`src/rtl/rcss_pkg.sv`:
```
// rcss_pkg: sizes, status codes and request/response types for the
// refcounted slot stack. No dependencies.
`timescale 1ns / 1ps

package rcss_pkg;

	localparam int NUM_SLOTS      = 16;
	localparam int NUM_REQUESTERS = 16;
	localparam int COUNT_BITS     = 8;

	localparam int SLOT_W     = 4;                       // slot number field width
	localparam int REQ_W      = 4;                       // requester field width
	localparam int SLOT_IDX_W = $clog2(NUM_SLOTS);
	localparam int REQ_IDX_W  = (NUM_REQUESTERS > 1) ? $clog2(NUM_REQUESTERS) : 1;
	localparam int TOP_W      = $clog2(NUM_SLOTS + 1);   // stack depth 0..NUM_SLOTS

	localparam logic [COUNT_BITS-1:0] COUNT_MAX = {COUNT_BITS{1'b1}};

	typedef enum logic {
		OP_GET = 1'b0,
		OP_RET = 1'b1
	} op_t;

	typedef enum logic [2:0] {
		ST_OK        = 3'd0,
		ST_EMPTY     = 3'd1,
		ST_UNDERFLOW = 3'd2,
		ST_FULL      = 3'd3,
		ST_SATURATED = 3'd4
	} status_t;

	typedef struct packed {
		op_t               op;
		logic [REQ_W-1:0]  requester;
		logic [SLOT_W-1:0] slot;
	} req_t;

	typedef struct packed {
		logic [SLOT_W-1:0] slot;
		status_t           status;
	} rsp_t;

endpackage

```
`src/rtl/refcounted_slot_stack.sv`:
```
// Refcounted slot stack: one request accepted every cycle, busy stays low.
// done is registered: a request passes the input register, then the state update and
// result register in one pass.
// Throughput: one request per cycle, set by the core, whose decision is combinational.
// Reset: async, active low; stack holds slots 0..15, all counts zero.
// done is a one-cycle strobe; the receiver cannot stall it.
`timescale 1ns / 1ps

module refcounted_slot_stack (
	input  logic                        clk,
	input  logic                        arst_n,
	input  logic                        start,
	output logic                        busy,
	input  logic                        operation,
	input  logic [rcss_pkg::REQ_W-1:0]  requester,
	input  logic [rcss_pkg::SLOT_W-1:0] slot_in,
	output logic                        done,
	output logic [rcss_pkg::SLOT_W-1:0] slot_out,
	output logic [2:0]                  status
);
	import rcss_pkg::*;

	logic  valid_s1;
	req_t  req_s1;
	rsp_t  rsp;
	logic  done_q;
	rsp_t  rsp_q;
	logic  accept;

	assign busy   = 1'b0;
	assign accept = start && !busy;

	always_ff @(posedge clk or negedge arst_n) begin
		if (!arst_n) begin
			valid_s1 <= 1'b0;
		end else begin
			valid_s1 <= accept;
		end
	end

	always_ff @(posedge clk) begin
		if (accept) begin
			req_s1.op        <= op_t'(operation);
			req_s1.requester <= requester;
			req_s1.slot      <= slot_in;
		end
	end

	rcss_core u_core (
		.clk       (clk),
		.arst_n    (arst_n),
		.req_valid (valid_s1),
		.req       (req_s1),
		.rsp       (rsp)
	);

	// outputs read zero between strobes
	always_ff @(posedge clk or negedge arst_n) begin
		if (!arst_n) begin
			done_q <= 1'b0;
			rsp_q  <= '0;
		end else begin
			done_q <= valid_s1;
			rsp_q  <= valid_s1 ? rsp : '0;
		end
	end

	assign done     = done_q;
	assign slot_out = rsp_q.slot;
	assign status   = rsp_q.status;

endmodule

```
`src/rtl/rcss_core.sv`:
```
// rcss_core: free-slot stack, per-requester counts and held slots, and the
// combinational get/return decision. Depends on rcss_pkg.
`timescale 1ns / 1ps

module rcss_core (
	input  logic          clk,
	input  logic          arst_n,
	input  logic          req_valid,
	input  rcss_pkg::req_t req,
	output rcss_pkg::rsp_t rsp
);
	import rcss_pkg::*;

	logic [SLOT_W-1:0]     free_stack_q [NUM_SLOTS];
	logic [TOP_W-1:0]      stack_top_q;
	logic [COUNT_BITS-1:0] hold_count_q [NUM_REQUESTERS];
	logic [SLOT_W-1:0]     held_slot_q  [NUM_REQUESTERS];
	logic                  held_valid_q [NUM_REQUESTERS];

	logic [REQ_IDX_W-1:0]  r_idx;
	logic [TOP_W-1:0]      top_dec;
	logic [SLOT_IDX_W-1:0] pop_idx;
	logic [SLOT_IDX_W-1:0] push_idx;
	logic [COUNT_BITS-1:0] cnt;
	logic [SLOT_W-1:0]     pop_slot;

	logic do_pop, do_push, do_inc, do_dec;

	assign r_idx    = REQ_IDX_W'(req.requester % NUM_REQUESTERS);
	assign top_dec  = stack_top_q - TOP_W'(1);
	assign pop_idx  = top_dec[SLOT_IDX_W-1:0];
	assign push_idx = stack_top_q[SLOT_IDX_W-1:0];
	assign cnt      = hold_count_q[r_idx];
	assign pop_slot = free_stack_q[pop_idx];

	always_comb begin
		do_pop     = 1'b0;
		do_push    = 1'b0;
		do_inc     = 1'b0;
		do_dec     = 1'b0;
		rsp.slot   = '0;
		rsp.status = ST_OK;
		case (req.op)
			OP_GET: begin
				if (cnt == COUNT_MAX) begin
					rsp.status = ST_SATURATED;
				end else if (!held_valid_q[r_idx]) begin
					if (stack_top_q == '0) begin
						rsp.status = ST_EMPTY;
					end else begin
						do_pop   = 1'b1;
						do_inc   = 1'b1;
						rsp.slot = pop_slot;
					end
				end else begin
					do_inc   = 1'b1;
					rsp.slot = held_slot_q[r_idx];
				end
			end
			OP_RET: begin
				if (cnt == '0) begin
					rsp.status = ST_UNDERFLOW;
				end else if (cnt == COUNT_BITS'(1)) begin
					if (stack_top_q >= TOP_W'(NUM_SLOTS)) begin
						rsp.status = ST_FULL;
					end else begin
						do_push = 1'b1;
						do_dec  = 1'b1;
					end
				end else begin
					do_dec = 1'b1;
				end
			end
			default: begin
				rsp.status = ST_OK;
			end
		endcase
	end

	always_ff @(posedge clk or negedge arst_n) begin
		if (!arst_n) begin
			for (int i = 0; i < NUM_SLOTS; i++) begin
				free_stack_q[i] <= SLOT_W'(i);
			end
			stack_top_q <= TOP_W'(NUM_SLOTS);
			for (int i = 0; i < NUM_REQUESTERS; i++) begin
				hold_count_q[i] <= '0;
				held_slot_q[i]  <= '0;
				held_valid_q[i] <= 1'b0;
			end
		end else if (req_valid) begin
			if (do_pop) begin
				stack_top_q         <= top_dec;
				held_slot_q[r_idx]  <= pop_slot;
				held_valid_q[r_idx] <= 1'b1;
			end
			if (do_push) begin
				// returned slot goes back as given, held or not
				free_stack_q[push_idx] <= req.slot;
				stack_top_q            <= stack_top_q + TOP_W'(1);
				held_slot_q[r_idx]     <= '0;
				held_valid_q[r_idx]    <= 1'b0;
			end
			if (do_inc) begin
				hold_count_q[r_idx] <= cnt + COUNT_BITS'(1);
			end
			if (do_dec) begin
				hold_count_q[r_idx] <= cnt - COUNT_BITS'(1);
			end
		end
	end

endmodule

```
`config.mk`:
```
export PLATFORM = sky130hd
export DESIGN_NAME = refcounted_slot_stack
export DESIGN_NICKNAME = d
export VERILOG_FILES = /design/src/rtl/rcss_pkg.sv /design/src/rtl/refcounted_slot_stack.sv /design/src/rtl/rcss_core.sv
export SDC_FILE = /design/constraint.sdc
export NUM_CORES = 1
export LEC_CHECK = 0
export ABC_CLOCK_PERIOD_IN_PS = 10000
export BUFFER_PORTS_ARGS = -buffer_cell sky130_fd_sc_hd__buf_2
export CAP_MARGIN = 20
export CORE_UTILIZATION = 65
export CTS_BUF_LIST = sky130_fd_sc_hd__clkbuf_8
export CTS_CLUSTER_DIAMETER = 30
export DETAILED_ROUTE_END_ITERATION = 8
export PLACE_DENSITY = 0.93
export REMOVE_ABC_BUFFERS = 1
export SLEW_MARGIN = 20
export SYNTH_ARGS = -nofsm -noshare
export SYNTH_HDL_FRONTEND = slang
export SYNTH_SLANG_ARGS = --single-unit
```
`constraint.sdc`:
```
create_clock -name clk -period 10 [get_ports clk]
set_input_delay 2 -clock clk [delete_from_list [all_inputs] [get_ports clk]]
set_output_delay 2 -clock clk [all_outputs]
set_load 0.03 [all_outputs]
```
==> flow_summary.json, run 1 <==
{
  "status": "finished clean",
  "dr.pass1.iters": 8,
  "yosys_warnings": 0,
  "seqPwrFrac_pct": 47.8,
  "overflow": 0,
  "ys_ff_latch": 295,
  "numCtsBuffers": 54,
  "setup_viol": 0,
  "grt_max_degree": 136,
  "synth_ff_type": "dfrtp_1",
  "cp_max_fo": 62,
  "fp.coreArea_mm2": 0.02115,
  "switching_share_pct": 23.98,
  "post-route-cell-area_mm2": 0.01562,
  "die_y_um": 149.4,
  "async_flop_share_pct": 96.95,
  "path_class": "reg -> reg",
  "p_leak_nw": 7.052,
  "hold_viol_final": 0,
  "synth_top_area_cell": "dfrtp_1",
  "synth_area_per_cell_um2": 12.56,
  "cp_slowest_cell": "nor2b_1",
  "met3_usage_pct": 7.805,
  "fin_hold_ws_ns": 0.4875,
  "grt_pass1_wl_um": 60080,
  "avgViaCountPerCell": 7.307,
  "use_met1_pct": 46.93,
  "tightest_slew_ns": 1.156,
  "via_count": 10790,
  "synth_area_mm2": 0.01413,
  "finalWeightedCongestion": 1.012,
  "worst_setup_path_end_kind": "flip-flop",
  "num_rows": 53,
  "track_usage_pct": 35.64,
  "synth.most_common_cell": "dfrtp_1",
  "area_growth_pct": 10.55,
  "synth_top_area_share_pct": 44.81,
  "top_usage_layer": "met2",
  "antenna_found_initial": 0,
  "required_ns": 10.41,
  "placed_area_mm2": 0.01444,
  "hpwl_um": 24710,
  "cpPeakStageDelay_ns": 0.75,
  "drc": 0,
  "p_switching_uw": 609.4,
  "slew_headroom_pct": 22.92,
  "slew_viol_final": 0,
  "postCtsHoldBufs": 0,
  "grt_use_met2_pct": 56.74,
  "synth_common_cells": "dfrtp_1 (253), a21oi_1 (112), nor2_1 (96)",
  "diodes": 0,
  "netlist_top_cells_area": "dfrtp_1 (45%), mux4_2 (12%), dfstp_2 (6.1%), mux2_2 (5.8%), a21oi_1 (4.0%)",
  "cap_viol_max_count": 0,
  "cts_tree": "done",
  "ios": 21,
  "crit_chain": "buf_4, mux4_2, a22o_1, a221oi_2, inv_1, ha_1, a21o_1, and3_1, a21boi_0, a2bb2oi_2, nor2b_1, a21oi_1",
  "combPwrFrac_pct": 4.1,
  "routed_wirelength_um": 38110,
  "fin_ws_ns": 4.771,
  "start_util_pct": 66.79,
  "place_ws_ns": 5.007,
  "dieArea_mm2": 0.02233,
  "fp.dieW_um": 149.4,
  "power_per_cell_area_mw_per_mm2": 162.6,
  "period_share_pct": 52.29,
  "max_freq_mhz": 191.2,
  "insertion_delay_ns": 0.60,
  "grt_pass1_vias": 10850,
  "rsz0062_at_grt": "false",
  "synth_edf_count": 9,
  "ctsResizeCount": 0,
  "io_buffers": 19,
  "netlist_instances": 1125,
  "post-route-util_pct": 73.85,
  "clk_pin_slew_ns": 0.06,
  "instances_no_fill": 1477,
  "drt_iter0_markers": 1338,
  "post_cts_buffers": 0,
  "drive_gt1_share_pct": 27.20,
  "period_needed_ns": 5.229,
  "clkSinkCount": 295,
  "cts_buffer_depth": 3,
  "total_power_mw": 2.541,
  "vdd_drop_max_mv": 0.1288,
  "intPower_mw": 1.931,
  "h-tree-depth": 2,
  "yosys.cell_types.count": 61,
  "setup_tns_ns": 0,
  "routedWlPerCell_um": 25.80,
  "cp.arrival_ns": 5.64,
  "dpl.cell_count": 1378,
  "finalNetCount": 1180,
  "ys_seq_area_share_pct": 52.86,
  "root_buffer": "clkbuf_8",
  "crit_path_start_kind": "flip-flop",
  "finClkSkew_ns": 0.03479,
  "clockPowerShare_pct": 48.1,
  "hold_class": "reg -> reg",
  "postRouteAntennaNets": 0
}
==> path summary, 6_finish.rpt <==
check / start / endpoint / slack (ns) / cells after the start
max in group asynchronous: arst_n / asynchronous set/reset pin / 6.91 / 2
worst min-delay path: u_core.hold_count_q[68] / u_core.hold_count_q[68] / 0.49 / 1
worst max-delay path: req_s1[5] / u_core.hold_count_q[43] / 4.77 / 12
worst max register to register: req_s1[5] / u_core.hold_count_q[43] / 4.77 / 12
min in group asynchronous: arst_n / u_core.hold_count_q[92] / 1.49 / 1
worst min register to register: u_core.hold_count_q[68] / u_core.hold_count_q[68] / 0.49 / 1
==> cell families after synthesis <==
family,Yosys count,synth area share [%]
other,1,0.02654
buffers and inverters,80,2.798
muxes,154,18.29
adders and majority gates,9,0.7970
and+or+nand+nor,270,8.749
xor gates and xnor gates,17,1.054
AOI/OAI and AO/OA,299,15.43
DFF,295,52.86
==> critical path: cells and delay by family (launching register included) <==
family          cells  cell delay, ns
mux                 1            0.43
buf+inv             2            1.13
flops               1            0.37
fa+ha+maj           1            0.37
simple gates        2            0.94
compound gates      6            1.81
==> power by group through the flow <==
stage | Combinational (mW) | Sequential [mW] | Clock [mW]
after CTS | 0.104 | 1.21 | 1.23
final | 0.105 | 1.21 | 1.22
after detailed placement | 0.104 | 1.23 | 0
after global routing | 0.113 | 1.21 | 1.29
after global placement | 0.102 | 1.23 | 0
after floorplan | 0.0332 | 1.25 | 0
==> per-layer routing <==
layer / routed length (um) / vias to the layer above
li1: - / 4340
met5: 0 / -
met4: 1604 / 0
met2: 18510 / 864
met1: 13690 / 5443
met3: 4302 / 146
==> final cells by class <==
| cell class | instances | area, um^2 |
|---|---|---|
| clock buffers | 62 | 853.3 |
| clock inverters | 37 | 316.6 |
| fillers | 1263 | 5533 |
| inverters | 10 | 37.54 |
| multi-input cells | 750 | 6279 |
| flip-flops and latches | 295 | 7468 |
| well taps | 275 | 344.1 |
| repair buffers | 48 | 322.8 |
==> layout by cell type, fill, tap and decap left out, types with 6 or more instances in the layout <==
master / synthesis / final
and3_1: 7 / 7
o21ai_0: 9 / 8
clkinv_2: 0 / 7
ha_1: 9 / 9
and2_1: 6 / 6
o22a_1: 58 / 58
xnor2_1: 12 / 12
edfxtp_1: 9 / 9
dfstp_2: 33 / 33
mux4_2: 76 / 76
nor2_1: 96 / 96
a21oi_1: 112 / 111
o211ai_1: 14 / 14
nor2b_1: 8 / 8
clkbuf_8: 0 / 62
dfrtp_1: 253 / 253
buf_2: 25 / 18
buf_4: 9 / 29
a22o_1: 37 / 37
nand2_1: 89 / 89
a22oi_1: 7 / 7
nor3_1: 11 / 10
inv_1: 10 / 26
and4_1: 7 / 7
o2bb2ai_1: 22 / 22
a211o_1: 8 / 8
mux2_2: 73 / 73
a32o_1: 10 / 10
nand3_1: 26 / 26
clkinvlp_4: 0 / 6
(Power assumes the default switching activity.)
==> run 2: changes to the inputs <==
ABC_CLOCK_PERIOD_IN_PS = 5170   (was 10000)
clock period = 5.17 ns   (was 10 ns; I/O delays follow)
==> flow_summary.json, run 2 (synthesis gave the netlist of run 1 again) <==
{
  "nFillCells": 1130,
  "violations": "design-rule violations",
  "setup_viol": 0,
  "vdd_drop_max_mv": 0.3163,
  "avgViaCountPerCell": 7.512,
  "dieArea_mm2": 0.02233,
  "max_freq_mhz": 219.6,
  "track_usage_pct": 39.04,
  "overflow": 0,
  "reg2regPathDepth": 11,
  "drc": 36,
  "tightest_slew_ns": 1.100,
  "period_share_pct": 88.06,
  "drive_gt1_share_pct": 28.90,
  "path_class": "reg -> reg",
  "hold_viol_final": 0,
  "hold_class": "in -> async",
  "post-route-util_pct": 75.85,
  "rsz0062_at_grt": "false",
  "root_buffer": "clkbuf_8",
  "post_cts_buffers": 0,
  "via_count": 11320,
  "required_ns": 5.61,
  "antenna_found_initial": 0,
  "routedWlPerCell_um": 27.30,
  "dr.pass1.iters": 9,
  "status": "finished with violations",
  "grt_max_degree": 115,
  "start_util_pct": 66.79,
  "finalWeightedCongestion": 0.9534,
  "cap_viol_max_count": 0,
  "insertion_delay_ns": 0.62,
  "r2r-start": "req_s1[4]",
  "r2r_slack_ns": 0.62,
  "num_rows": 53,
  "grt_pass1_vias": 11750,
  "fp.dieW_um": 149.4,
  "cp_max_fo": 22,
  "worst_setup_path_end_kind": "flip-flop",
  "final_common_cell": "dfrtp_1",
  "finalNetCount": 1202,
  "area_growth_pct": 13.56,
  "numCtsBuffers": 59,
  "hpwl_um": 25570,
  "power_per_cell_area_mw_per_mm2": 335.4,
  "finClkSkew_ns": 0.03162,
  "postRouteAntennaNets": 0,
  "final_cell_mix": "dfrtp_1 (253), a21oi_1 (112), nor2_1 (96)",
  "postCtsHoldBufs": 0,
  "slew_headroom_pct": 26.66,
  "drt_iter0_markers": 1668,
  "p_leak_nw": 7.272,
  "h-tree-depth": 2,
  "die_y_um": 149.4,
  "diodes": 0,
  "post-route-cell-area_mm2": 0.01605,
  "timing.rr.end": "u_core.hold_count_q[11]",
  "slew_viol_final": 0,
  "crit_path_start_kind": "flip-flop",
  "ios": 21,
  "ctsResizeCount": 0,
  "period_needed_ns": 4.553,
  "io_buffers": 19,
  "cts_tree": "done",
  "clkSinkCount": 295,
  "placed_area_mm2": 0.01461,
  "fin_hold_ws_ns": 0.4821,
  "routed_wirelength_um": 41140,
  "fp.coreArea_mm2": 0.02115,
  "cp.arrival_ns": 4.99,
  "clk_pin_slew_ns": 0.06,
  "cts_buffer_depth": 3,
  "grt_pass1_wl_um": 65710
}
[run 2: cell types whose count changed in the layout (fill, tap and decap cells not counted), moves of 3 or more]
| cell | before | now |
|---|---|---|
| buf_4 | 29 | 43 |
| clkbuf_8 | 62 | 72 |
| bufinv_16 | 5 | 9 |
| buf_12 | 0 | 3 |
| clkinv_2 | 7 | 4 |
| clkinv_4 | 2 | 5 |
[run 2: metrics by stage]
step	power, mW	instances	worst slack [ns]	TNS (ns)
after global placement	2.591	1395	0.7839	0
after detailed placement	2.598	1395	0.9263	0
after CTS	5.376	1507	0.8452	0
after global routing	5.505	1507	0.4540	0
after floorplan	2.478	1055	-1.134	-108.68
final	5.382	1507	0.6172	0
[run 2: worst max-delay path, cell delays in order (launching register included)]
cell and delay, ns:
edfxtp_1 0.63, buf_12 0.26, mux4_2 0.55, a22o_1 0.23
a221oi_2 0.41, inv_1 0.18, ha_1 0.28, nand3_1 0.24
o21ai_2 0.36, a2bb2oi_2 0.33, nor2b_1 0.71, a21oi_1 0.18
[run 2: area by class of cell]
type                            count  area [um^2]  share of cell area [%]
Sequential cell                   295         7468                   46.55
Multi-Input combinational cell    750         6276                   39.11
Clock buffer                       72        991.0                   6.176
Timing Repair Buffer               65        488.0                   3.041
Clock inverter                     40        440.4                   2.745
Tap cell                          275        344.1                   2.144
Inverter                           10        37.54                  0.2339
[run 2: worst max path at each step]
stage	from	to	slack, ns
2_1_floorplan	req_s1[4]	u_core.hold_count_q[10]	-1.13
3_3_place_gp	req_s1[4]	u_core.hold_count_q[63]	0.78
3_5_place_dp	req_s1[4]	u_core.hold_count_q[3]	0.93
4_1_cts	req_s1[4]	u_core.hold_count_q[111]	0.85
5_1_grt	req_s1[4]	u_core.hold_count_q[11]	0.45
6_report	req_s1[4]	u_core.hold_count_q[11]	0.62
[run 2: per-layer routing]
layer	global-route usage, %	vias to the layer above	wire length [um]
met5	0	-	0
met4	24.69	0	2804
met3	11.25	313	5489
met2	59.51	1136	18870
met1	49.43	5476	13970
li1	-	4395	-
[run 2: power breakdown]
part	switching, mW	total, mW	internal [mW]
registers	0.0264	2.36	2.33
clock network	1.09	2.81	1.73
logic	0.153	0.213	0.0595
total	1.27	5.38	4.12
